## src/design/tpsl_pkg.sv

```systemverilog
// ----------------------------------------------------------------------------
// tpsl_pkg
// Shared types and constants for the transmit power setting lookup: the
// level ladder, table lane codes, request and register codes.
// ----------------------------------------------------------------------------
package tpsl_pkg;

  localparam int unsigned LEVELS     = 16;
  localparam int unsigned LEVEL_W    = $clog2(LEVELS);
  localparam int unsigned NUM_TABLES = 6;
  localparam int unsigned ENTRY_W    = 8;
  localparam int unsigned ROW_W      = NUM_TABLES * ENTRY_W;
  localparam int unsigned POWER_W    = 16;
  localparam int unsigned GRANT_W    = 13;
  localparam int unsigned CFG_IDX_W  = 3;

  typedef logic [LEVEL_W-1:0] level_t;
  typedef logic [POWER_W-1:0] power_t;
  typedef logic [GRANT_W-1:0] grant_t;
  typedef logic [ENTRY_W-1:0] entry_t;
  typedef logic [ROW_W-1:0]   row_t;
  typedef logic [NUM_TABLES-1:0] lane_mask_t;

  typedef enum logic {
    REQ_CONVERT = 1'b0,
    REQ_WRITE   = 1'b1
  } req_kind_t;

  typedef enum logic {
    BAND_HF  = 1'b0,
    BAND_VHF = 1'b1
  } band_t;

  typedef enum logic [2:0] {
    TBL_HF_POWER = 3'd0,
    TBL_AM_POWER = 3'd1,
    TBL_AM_HIGH  = 3'd2,
    TBL_AM_LOW   = 3'd3,
    TBL_CW_POWER = 3'd4,
    TBL_CW_DRIVE = 3'd5
  } table_sel_t;

  typedef enum logic [CFG_IDX_W-1:0] {
    CFG_MAX_HF_NORMAL  = 3'd0,
    CFG_MAX_HF_LOW     = 3'd1,
    CFG_MAX_VHF_NORMAL = 3'd2,
    CFG_MAX_VHF_LOW    = 3'd3,
    CFG_BATTERY_4V2    = 3'd4,
    CFG_HF_DRIVE_CAP   = 3'd5,
    CFG_VHF_BIAS_FLOOR = 3'd6
  } cfg_reg_t;

  typedef struct packed {
    power_t max_hf_normal;
    power_t max_hf_low;
    power_t max_vhf_normal;
    power_t max_vhf_low;
    logic   battery_4v2;
    entry_t hf_drive_cap;
    entry_t vhf_bias_floor;
  } cfg_t;

  localparam power_t DEFAULT_CEILING = 16'd5000;
  localparam entry_t DEFAULT_HF_CAP  = 8'd255;
  localparam entry_t DEFAULT_FLOOR   = 8'd0;

  localparam power_t LADDER_LIMIT [LEVELS-1] = '{
    16'd5,    16'd50,   16'd150,  16'd250,  16'd350,  16'd450,  16'd550, 16'd650,
    16'd900,  16'd1250, 16'd1750, 16'd2250, 16'd2750, 16'd3500, 16'd4500
  };

  localparam grant_t LADDER_POWER [LEVELS] = '{
    13'd0,    13'd10,   13'd100,  13'd200,  13'd300,  13'd400,  13'd500,  13'd600,
    13'd800,  13'd1000, 13'd1500, 13'd2000, 13'd2500, 13'd3000, 13'd4000, 13'd5000
  };

  function automatic level_t level_of(input power_t p);
    level_t lvl;
    lvl = '0;
    for (int i = 0; i < LEVELS - 1; i++) begin
      if (p >= LADDER_LIMIT[i]) begin
        lvl = level_t'(i + 1);
      end
    end
    return lvl;
  endfunction

  function automatic entry_t lane(input row_t row, input table_sel_t sel);
    return row[sel*ENTRY_W +: ENTRY_W];
  endfunction

endpackage

```

## src/design/tpsl_intf.sv

```systemverilog
// ----------------------------------------------------------------------------
// tpsl channel interfaces
// Request, response and register write channels, valid/ready handshake.
// ----------------------------------------------------------------------------
interface tpsl_req_if;
  logic        valid;
  logic        ready;
  logic        req_type;
  logic [15:0] req_power;
  logic        band;
  logic        am_mode;
  logic [2:0]  table_select;
  logic [3:0]  entry_index;
  logic [7:0]  entry_value;

  modport source (output valid, req_type, req_power, band, am_mode, table_select,
                  entry_index, entry_value, input ready);
  modport sink (input valid, req_type, req_power, band, am_mode, table_select,
                entry_index, entry_value, output ready);
endinterface

interface tpsl_rsp_if;
  logic        valid;
  logic        ready;
  logic [7:0]  drive_level;
  logic [7:0]  mod_high;
  logic [7:0]  mod_low;
  logic [12:0] granted_power;
  logic [3:0]  level_index;
  logic        status;

  modport source (output valid, drive_level, mod_high, mod_low, granted_power,
                  level_index, status, input ready);
  modport sink (input valid, drive_level, mod_high, mod_low, granted_power,
                level_index, status, output ready);
endinterface

interface tpsl_cfg_if;
  logic        valid;
  logic        ready;
  logic [2:0]  index;
  logic [15:0] data;

  modport source (output valid, index, data, input ready);
  modport sink (input valid, index, data, output ready);
endinterface

```

## src/design/tpsl_cfg_regs.sv

```systemverilog
// ----------------------------------------------------------------------------
// tpsl_cfg_regs
// Register file for power ceilings, battery select, drive cap and bias floor.
// ----------------------------------------------------------------------------
module tpsl_cfg_regs
  import tpsl_pkg::*;
(
  input  logic        clk,
  input  logic        rst,
  tpsl_cfg_if.sink    cfg,
  output cfg_t        regs
);

  assign cfg.ready = 1'b1;

  always_ff @(posedge clk) begin
    if (rst) begin
      regs.max_hf_normal  <= DEFAULT_CEILING;
      regs.max_hf_low     <= DEFAULT_CEILING;
      regs.max_vhf_normal <= DEFAULT_CEILING;
      regs.max_vhf_low    <= DEFAULT_CEILING;
      regs.battery_4v2    <= 1'b0;
      regs.hf_drive_cap   <= DEFAULT_HF_CAP;
      regs.vhf_bias_floor <= DEFAULT_FLOOR;
    end else if (cfg.valid && cfg.ready) begin
      case (cfg.index)
        CFG_MAX_HF_NORMAL:  regs.max_hf_normal  <= cfg.data;
        CFG_MAX_HF_LOW:     regs.max_hf_low     <= cfg.data;
        CFG_MAX_VHF_NORMAL: regs.max_vhf_normal <= cfg.data;
        CFG_MAX_VHF_LOW:    regs.max_vhf_low    <= cfg.data;
        CFG_BATTERY_4V2:    regs.battery_4v2    <= cfg.data[0];
        CFG_HF_DRIVE_CAP:   regs.hf_drive_cap   <= cfg.data[ENTRY_W-1:0];
        CFG_VHF_BIAS_FLOOR: regs.vhf_bias_floor <= cfg.data[ENTRY_W-1:0];
        default: ;
      endcase
    end
  end

endmodule

```

## src/design/tpsl_table_mem.sv

```systemverilog
// ----------------------------------------------------------------------------
// tpsl_table_mem
// Six byte tables side by side in one 16-row memory: per-lane write enables,
// one registered read port.
// ----------------------------------------------------------------------------
module tpsl_table_mem
  import tpsl_pkg::*;
(
  input  logic       clk,
  input  logic       we,
  input  lane_mask_t wlanes,
  input  level_t     waddr,
  input  entry_t     wdata,
  input  logic       re,
  input  level_t     raddr,
  output row_t       rdata
);

  row_t mem [LEVELS];

  always_ff @(posedge clk) begin
    if (we) begin
      for (int i = 0; i < NUM_TABLES; i++) begin
        if (wlanes[i]) begin
          mem[waddr][i*ENTRY_W +: ENTRY_W] <= wdata;
        end
      end
    end
  end

  always_ff @(posedge clk) begin
    if (re) begin
      rdata <= mem[raddr];
    end
  end

endmodule

```

## src/design/tx_power_setting_lookup.sv

```systemverilog
// ----------------------------------------------------------------------------
// tx_power_setting_lookup
// Takes one beat per cycle while the response side keeps up. The edge that
// accepts a conversion beat clamps it to the band and battery ceiling, places
// it on the 16-level ladder and reads the table row into stage 1; when the
// output stage advances, it applies the drive cap or bias floor into the
// output register and the response goes valid. The row stage exists as
// the table memory's read is registered. A held response stalls the input
// only once the row stage behind it is full as well. Table write beats
// update one byte lane and yield no response; table select codes 6 and 7
// are dropped. Register writes are expected only while the block is idle.
// ----------------------------------------------------------------------------
module tx_power_setting_lookup
  import tpsl_pkg::*;
(
  input  logic        clk,
  input  logic        rst,
  tpsl_req_if.sink    req,
  tpsl_rsp_if.source  rsp,
  tpsl_cfg_if.sink    cfg
);

  cfg_t       regs;
  logic       accept;
  logic       is_convert;
  logic       advance;
  power_t     ceiling;
  power_t     clamped;
  logic       over;
  level_t     level;
  lane_mask_t wlanes;
  row_t       row;

  logic       s1_valid;
  level_t     s1_level;
  logic       s1_status;
  logic       s1_band;
  logic       s1_am;

  entry_t     drive_next;
  entry_t     high_next;
  entry_t     low_next;

  logic       rsp_valid;
  entry_t     drive;
  entry_t     mod_high;
  entry_t     mod_low;
  grant_t     granted;
  level_t     level_out;
  logic       status;

  tpsl_cfg_regs u_cfg (
    .clk  (clk),
    .rst  (rst),
    .cfg  (cfg),
    .regs (regs)
  );

  assign advance    = !rsp_valid || rsp.ready;
  assign req.ready  = !s1_valid || advance;
  assign accept     = req.valid && req.ready;
  assign is_convert = (req.req_type == REQ_CONVERT);

  always_comb begin
    if (req.band == BAND_VHF) begin
      ceiling = regs.battery_4v2 ? regs.max_vhf_low : regs.max_vhf_normal;
    end else begin
      ceiling = regs.battery_4v2 ? regs.max_hf_low : regs.max_hf_normal;
    end
    over    = (req.req_power > ceiling);
    clamped = over ? ceiling : req.req_power;
    level   = level_of(clamped);
  end

  always_comb begin
    case (req.table_select)
      TBL_HF_POWER: wlanes = lane_mask_t'(1) << TBL_HF_POWER;
      TBL_AM_POWER: wlanes = lane_mask_t'(1) << TBL_AM_POWER;
      TBL_AM_HIGH:  wlanes = lane_mask_t'(1) << TBL_AM_HIGH;
      TBL_AM_LOW:   wlanes = lane_mask_t'(1) << TBL_AM_LOW;
      TBL_CW_POWER: wlanes = lane_mask_t'(1) << TBL_CW_POWER;
      TBL_CW_DRIVE: wlanes = lane_mask_t'(1) << TBL_CW_DRIVE;
      default:      wlanes = '0;
    endcase
  end

  tpsl_table_mem u_mem (
    .clk    (clk),
    .we     (accept && !is_convert),
    .wlanes (wlanes),
    .waddr  (req.entry_index),
    .wdata  (req.entry_value),
    .re     (accept && is_convert),
    .raddr  (level),
    .rdata  (row)
  );

  // stage 1: level and flags, row arrives from the memory
  always_ff @(posedge clk) begin
    if (rst) begin
      s1_valid <= 1'b0;
    end else if (req.ready) begin
      s1_valid <= accept && is_convert;
    end
  end

  always_ff @(posedge clk) begin
    if (accept && is_convert) begin
      s1_level  <= level;
      s1_status <= over;
      s1_band   <= req.band;
      s1_am     <= req.am_mode;
    end
  end

  always_comb begin
    if (s1_band == BAND_VHF) begin
      if (s1_am) begin
        drive_next = lane(row, TBL_AM_POWER);
        high_next  = lane(row, TBL_AM_HIGH);
        low_next   = lane(row, TBL_AM_LOW);
      end else begin
        drive_next = lane(row, TBL_CW_POWER);
        high_next  = lane(row, TBL_CW_DRIVE);
        low_next   = lane(row, TBL_CW_DRIVE);
      end
      if (drive_next < regs.vhf_bias_floor) begin
        drive_next = regs.vhf_bias_floor;
      end
    end else begin
      drive_next = lane(row, TBL_HF_POWER);
      if (drive_next > regs.hf_drive_cap) begin
        drive_next = regs.hf_drive_cap;
      end
      high_next = '0;
      low_next  = '0;
    end
  end

  // stage 2: output register
  always_ff @(posedge clk) begin
    if (rst) begin
      rsp_valid <= 1'b0;
    end else if (advance) begin
      rsp_valid <= s1_valid;
    end
  end

  always_ff @(posedge clk) begin
    if (advance && s1_valid) begin
      drive     <= drive_next;
      mod_high  <= high_next;
      mod_low   <= low_next;
      granted   <= LADDER_POWER[s1_level];
      level_out <= s1_level;
      status    <= s1_status;
    end
  end

  assign rsp.valid         = rsp_valid;
  assign rsp.drive_level   = drive;
  assign rsp.mod_high      = mod_high;
  assign rsp.mod_low       = mod_low;
  assign rsp.granted_power = granted;
  assign rsp.level_index   = level_out;
  assign rsp.status        = status;

  a_convert_enters_stage1: assert property (@(posedge clk) disable iff (rst)
    accept && is_convert |=> s1_valid)
    else $error("conversion beat did not reach stage 1");

  a_write_leaves_no_result: assert property (@(posedge clk) disable iff (rst)
    accept && !is_convert |=> !s1_valid)
    else $error("table write beat produced a pending result");

  a_stage1_holds: assert property (@(posedge clk) disable iff (rst)
    s1_valid && !advance |=> s1_valid && $stable(s1_level) && $stable(row))
    else $error("stage 1 changed while stalled");

  a_stage1_to_output: assert property (@(posedge clk) disable iff (rst)
    s1_valid && advance |=> rsp_valid && (level_out == $past(s1_level)))
    else $error("stage 1 result lost on advance");

endmodule

```

## src/flat_wrapper.sv

```systemverilog
// flat-port wrapper written by rule: the top's interface ports become plain ports
module tx_power_setting_lookup_flat import tpsl_pkg::*;
  (clk, rst, req_valid, req_req_type, req_req_power, req_band, req_am_mode, req_table_select, req_entry_index, req_entry_value, req_ready, rsp_valid, rsp_drive_level, rsp_mod_high, rsp_mod_low, rsp_granted_power, rsp_level_index, rsp_status, rsp_ready, cfg_valid, cfg_index, cfg_data, cfg_ready);
  tpsl_req_if req_i ();
  tpsl_rsp_if rsp_i ();
  tpsl_cfg_if cfg_i ();
  input  logic clk;
  input  logic rst;
  input wire logic [$bits(req_i.valid)-1:0] req_valid;
  input wire logic [$bits(req_i.req_type)-1:0] req_req_type;
  input wire logic [$bits(req_i.req_power)-1:0] req_req_power;
  input wire logic [$bits(req_i.band)-1:0] req_band;
  input wire logic [$bits(req_i.am_mode)-1:0] req_am_mode;
  input wire logic [$bits(req_i.table_select)-1:0] req_table_select;
  input wire logic [$bits(req_i.entry_index)-1:0] req_entry_index;
  input wire logic [$bits(req_i.entry_value)-1:0] req_entry_value;
  output wire logic [$bits(req_i.ready)-1:0] req_ready;
  output wire logic [$bits(rsp_i.valid)-1:0] rsp_valid;
  output wire logic [$bits(rsp_i.drive_level)-1:0] rsp_drive_level;
  output wire logic [$bits(rsp_i.mod_high)-1:0] rsp_mod_high;
  output wire logic [$bits(rsp_i.mod_low)-1:0] rsp_mod_low;
  output wire logic [$bits(rsp_i.granted_power)-1:0] rsp_granted_power;
  output wire logic [$bits(rsp_i.level_index)-1:0] rsp_level_index;
  output wire logic [$bits(rsp_i.status)-1:0] rsp_status;
  input wire logic [$bits(rsp_i.ready)-1:0] rsp_ready;
  input wire logic [$bits(cfg_i.valid)-1:0] cfg_valid;
  input wire logic [$bits(cfg_i.index)-1:0] cfg_index;
  input wire logic [$bits(cfg_i.data)-1:0] cfg_data;
  output wire logic [$bits(cfg_i.ready)-1:0] cfg_ready;
  assign req_i.valid = req_valid;
  assign req_i.req_type = req_req_type;
  assign req_i.req_power = req_req_power;
  assign req_i.band = req_band;
  assign req_i.am_mode = req_am_mode;
  assign req_i.table_select = req_table_select;
  assign req_i.entry_index = req_entry_index;
  assign req_i.entry_value = req_entry_value;
  assign req_ready = req_i.ready;
  assign rsp_valid = rsp_i.valid;
  assign rsp_drive_level = rsp_i.drive_level;
  assign rsp_mod_high = rsp_i.mod_high;
  assign rsp_mod_low = rsp_i.mod_low;
  assign rsp_granted_power = rsp_i.granted_power;
  assign rsp_level_index = rsp_i.level_index;
  assign rsp_status = rsp_i.status;
  assign rsp_i.ready = rsp_ready;
  assign cfg_i.valid = cfg_valid;
  assign cfg_i.index = cfg_index;
  assign cfg_i.data = cfg_data;
  assign cfg_ready = cfg_i.ready;
  tx_power_setting_lookup u_core (.clk(clk), .rst(rst), .req(req_i), .rsp(rsp_i), .cfg(cfg_i));
endmodule
```

## config.mk

```make
export PLATFORM = sky130hd
export DESIGN_NAME = tx_power_setting_lookup_flat
export DESIGN_NICKNAME = d
export VERILOG_FILES = /design/src/design/tpsl_pkg.sv /design/src/design/tpsl_intf.sv /design/src/design/tpsl_cfg_regs.sv /design/src/design/tpsl_table_mem.sv /design/src/design/tx_power_setting_lookup.sv /design/src/flat_wrapper.sv
export SDC_FILE = /design/constraint.sdc
export NUM_CORES = 1
export LEC_CHECK = 0
export BUFFER_PORTS_ARGS = -buffer_cell sky130_fd_sc_hd__buf_4
export CAP_MARGIN = 5
export CORE_UTILIZATION = 40
export CTS_CLUSTER_SIZE = 28
export DETAILED_ROUTE_END_ITERATION = 8
export HOLD_SLACK_MARGIN = 0.12
export SYNTH_ARGS = -nofsm -noshare
export SYNTH_HDL_FRONTEND = slang
export SYNTH_SLANG_ARGS = --single-unit
```

## constraint.sdc

```tcl
create_clock -name clk -period 5.7 [get_ports clk]
set_input_delay 0.285 -clock clk [delete_from_list [all_inputs] [get_ports clk]]
set_output_delay 0.285 -clock clk [all_outputs]
set_load 0.03 [all_outputs]
```

==> flow_summary_export.csv <==
group,metric,value,unit
logic_synthesis,synthDistinctLibCells,72,
logic_synthesis,synth_most_common_cell,"edfxtp_1",
timing,slew-limit-headroom,24.8,%
setup_path,critPathKind,"reg -> reg",
setup_path,cp_data_required_time,6220,ps
logic_synthesis,synth_top_area_share,66.8,%
logic_synthesis,synth_common_cells,"edfxtp_1, nand2_1, mux2i_1, nor2_1, nand3_1",
logic_synthesis,avgSynthCellArea,14.3,um2
cts,clk_latency,670,ps
cts,cts_sinks,947,
logic_synthesis,ys.flop_type,"edfxtp_1",
logic_synthesis,synth_area_leaders,"edfxtp_1, mux2i_1, dfxtp_1",
hold_path,hold_start,"req_entry_value[0]",
setup_path,r2r_start,"u_core.u_cfg.regs[16]",
power_and_ir_drop,ir_worst_vdd,0.217,mV
floorplan,io_pins,103,
timing,fin_skew,25.1,ps
place,numPlacedInstances,4013,
place,post-place-ws,24.0,ps
power_and_ir_drop,p_clk_share,43.0,%
cts,clk_pin_slew,60,ps
route,wl_met1,45500,um
final_layout,syn_to_final_growth,15.8,%
logic_synthesis,synthMuxAreaShare,7.39,%
logic_synthesis,synth-xor-area-share,0,%
setup_path,cpMaxStageDelayCell,"a221oi_1",
logic_synthesis,netlist_area,38900,um2
timing,worstMarginPinSlew,1120,ps
timing,maxSlewViolCount,0,
logic_synthesis,netlist_instances,2725,
timing,period_share,96.6,%
logic_synthesis,synthArstFlopShare,0,%
timing,hold_viol,0,
timing,setup_viol,0,
floorplan,die_w,314,um
timing,fin_hold_ws,143,ps
global_route,grt_pass1_vias,24100,
setup_path,crit_family,"compound AO/OA/AOI/OAI gates",
logic_synthesis,yosys_warnings,0,
hold_path,hold-path-cell-count,1,
flow_run,max_cap_violations,0,
cts,clk_path_buf_depth,3,
global_route,grt_overflow,0,
cts,htree_levels,3,
setup_path,r2r-end,"u_core.u_mem.rdata[20]",
cts,cts_made_buffers,99,
global_route,track_usage,21.6,%
hold_path,hold_end,"u_core.u_mem.mem[14][40]",
cts,cts_tree,"done",
setup_path,cp_max_fo,23,
timing,setup_ws,195,ps
route,drtPass1Iterations,6,
setup_path,rr_worst_depth,19,
place,globalplace.congestion,0.877,
cts,clock-root-buffer,"clkbuf_16",
hold_path,hold_class,"in -> reg",
route,via_per_inst,5.82,
power_and_ir_drop,p_seq_share,50.4,%
global_route,antenna_found_initial,6,
floorplan,rows,113,
power_and_ir_drop,switching_share,22.3,%
timing,finalCriticalPeriod,5500,ps
route,vias,24600,
setup_path,r2r_setup_slack,200,ps
power_and_ir_drop,power_density,339,nW/um2
route,wl_per_cell,25.4,um
power_and_ir_drop,p_comb_share,6.5,%
route,wl_met2,50500,um
final_layout,instances_no_fill,4229,
logic_synthesis,ys_seq_elements,947,
floorplan,initial_core_util,40.7,%
route,routed_wl,107000,um
setup_path,critPathArrivalTime,6030,ps
setup_path,worstPathCellList,"buf_4 > mux4_2 > inv_1 > ha_1 > and3_1 > a221o_1 > a221o_1 > o21bai_2 > buf_12 > mux2_2 > a31o_2 > nor4_4 > nor2b_4 > buf_12 > clkinv_2 > nor2_2 > buf_4 > a221oi_1 > a211o_1",
logic_synthesis,synth_edf_count,864,
power_and_ir_drop,switchingPower,0.00340,W
route,highest_layer,"met5",
route,post-route-drc-count,0,
setup_path,crit_buf_inv,6,
global_route,grt_pass1_wl,157000,um
power_and_ir_drop,internal-power,0.0118,W
setup_path,critPathLaunchType,"register",
final_layout,post_route_cells_drive_above_1_share,13.3,%
logic_synthesis,ys_seq_area_share,71.0,%
global_route,grt_max_degree,84,
logic_synthesis,synth_top_family_by_area,"simple AND/OR/NAND/NOR gates",
setup_path,slowest_delay,670,ps
timing,fmax,182,MHz
place,io_buffers,100,
route,dr_wl_met3,9080,um
logic_synthesis,synth_compound_area_share,8.65,%
logic_synthesis,synth-simple-area-share,9.37,%
power_and_ir_drop,p_leak,15.1,nW
place,dp_hpwl,68500,um
final_layout,post-route-util,47.1,%
setup_path,crit_path_end_kind,"register",
final_layout,layout.nets,2975,
logic_synthesis,synth_fp_nets,2820,
floorplan,die_area,98400,um2
floorplan,die_h,314,um
logic_synthesis,synth_fa_ha_area_share,1.19,%
timing,rsz0062_at_grt,"true",
timing,tns,0,ps
logic_synthesis,yosysTopAreaCell,"edfxtp_1",
route,ant_nets,0,
floorplan,core,95600,um2
route,first_iter_violations,2868,
outcome,outcome,"complete, no violations",
[worst register-to-register path, stage by stage, from the launching register on]
cell and delay [ps]:
dfxtp_1 380, buf_4 210, mux4_2 550, inv_1 100, ha_1 240, and3_1 180
a221o_1 370, a221o_1 330, o21bai_2 180, buf_12 190, mux2_2 390, a31o_2 310
nor4_4 400, nor2b_4 100, buf_12 160, clkinv_2 100, nor2_2 60, buf_4 190
a221oi_1 680, a211o_1 250
[routing by layer]
metal	GRT usage, %	up-vias
met5	0	-
met4	5.17	4
met3	4.07	151
met2	34.8	1128
met1	30.1	12500
li1	-	10800
[how the worst max path moves through the flow]
stage / from / to / slack (ps) / depth (start not counted)
2_1_floorplan: u_core.u_cfg.regs[16] / u_core.u_mem.rdata[39] / 270 / 18
3_3_place_gp: u_core.u_cfg.regs[16] / u_core.u_mem.rdata[43] / 10 / 16
4_1_cts: u_core.u_cfg.regs[16] / u_core.u_mem.rdata[27] / 30 / 17
5_1_grt: u_core.u_cfg.regs[16] / u_core.u_mem.rdata[7] / -10 / 19
6_report: u_core.u_cfg.regs[16] / u_core.u_mem.rdata[20] / 200 / 19
3_5_place_dp: u_core.u_cfg.regs[16] / u_core.u_mem.rdata[45] / 20 / 16
[registers in the layout, indices dropped and copies added, names as in the netlist, 4 cells and up]
signal / flops
u_core.rsp.mod_high: 8
u_core.u_mem.rdata: 48
u_core.s1_level: 4
u_core.rsp.level_index: 4
u_core.rsp.mod_low: 8
u_core.u_mem.mem: 768
u_core.u_cfg.regs: 81
u_core.rsp.granted_power: 12
u_core.rsp.drive_level: 8
[layout make-up]
class | count | area, um2
clock buffers | 119 | 2590
fillers | 8254 | 50600
clock inverters | 64 | 708
inverters | 44 | 166
multi-input cells | 1576 | 10500
flip-flops and latches | 947 | 27600
well taps | 1265 | 1580
repair buffers | 212 | 1880
diodes | 2 | 5.00
[power by group through the flow]
stage	Clock [W]	Combinational (W)	Sequential, W
2_1_floorplan	0	0.000533	0.00782
3_3_place_gp	0	0.000954	0.00783
3_5_place_dp	0	0.000969	0.00783
4_1_cts	0.00663	0.000989	0.00768
5_1_grt	0.00689	0.00107	0.00768
6_report	0.00656	0.000998	0.00768
[per-stage QoR]
stage	cell area, um2	total power, W
after floorplan	38900	0.00836
after global placement	41300	0.00878
after detailed placement	41300	0.00880
after CTS	44900	0.0153
after global routing	45000	0.0156
final	45000	0.0152
[repair_timing]
action                     CTS  global route
hold buffers                30             0
resized for setup            1             9
buffers inserted             0             1
hold endpoints to repair   262             0
setup endpoints to repair    2            38
[layout by cell type (no fill, tap or decap), types with 31 or more instances in the layout]
| cell | Yosys | layout |
|---|---|---|
| nand3_1 | 118 | 118 |
| mux2i_1 | 236 | 236 |
| o221ai_1 | 42 | 42 |
| nand2_1 | 372 | 371 |
| nand3b_1 | 31 | 31 |
| o22ai_1 | 53 | 53 |
| a32oi_1 | 37 | 37 |
| nor2_1 | 143 | 141 |
| edfxtp_1 | 864 | 864 |
| buf_4 | 8 | 163 |
| ha_1 | 37 | 37 |
| inv_1 | 42 | 41 |
| o21ai_0 | 58 | 57 |
| clkbuf_16 | 0 | 101 |
| dfxtp_1 | 83 | 83 |
| a21oi_1 | 85 | 85 |
[kinds of logic (layout without fill, tap and decap cells)]
group / after synthesis / in the layout
AO/OA/AOI/OAI: 477 / 477
adder cells (fa/ha/maj): 37 / 37
buffers and inverters: 202 / 439
flip-flops: 947 / 947
multiplexers: 265 / 265
other: 2 / 4
AND/OR/NAND/NOR: 795 / 795
Power figures use the tool's default switching activity.
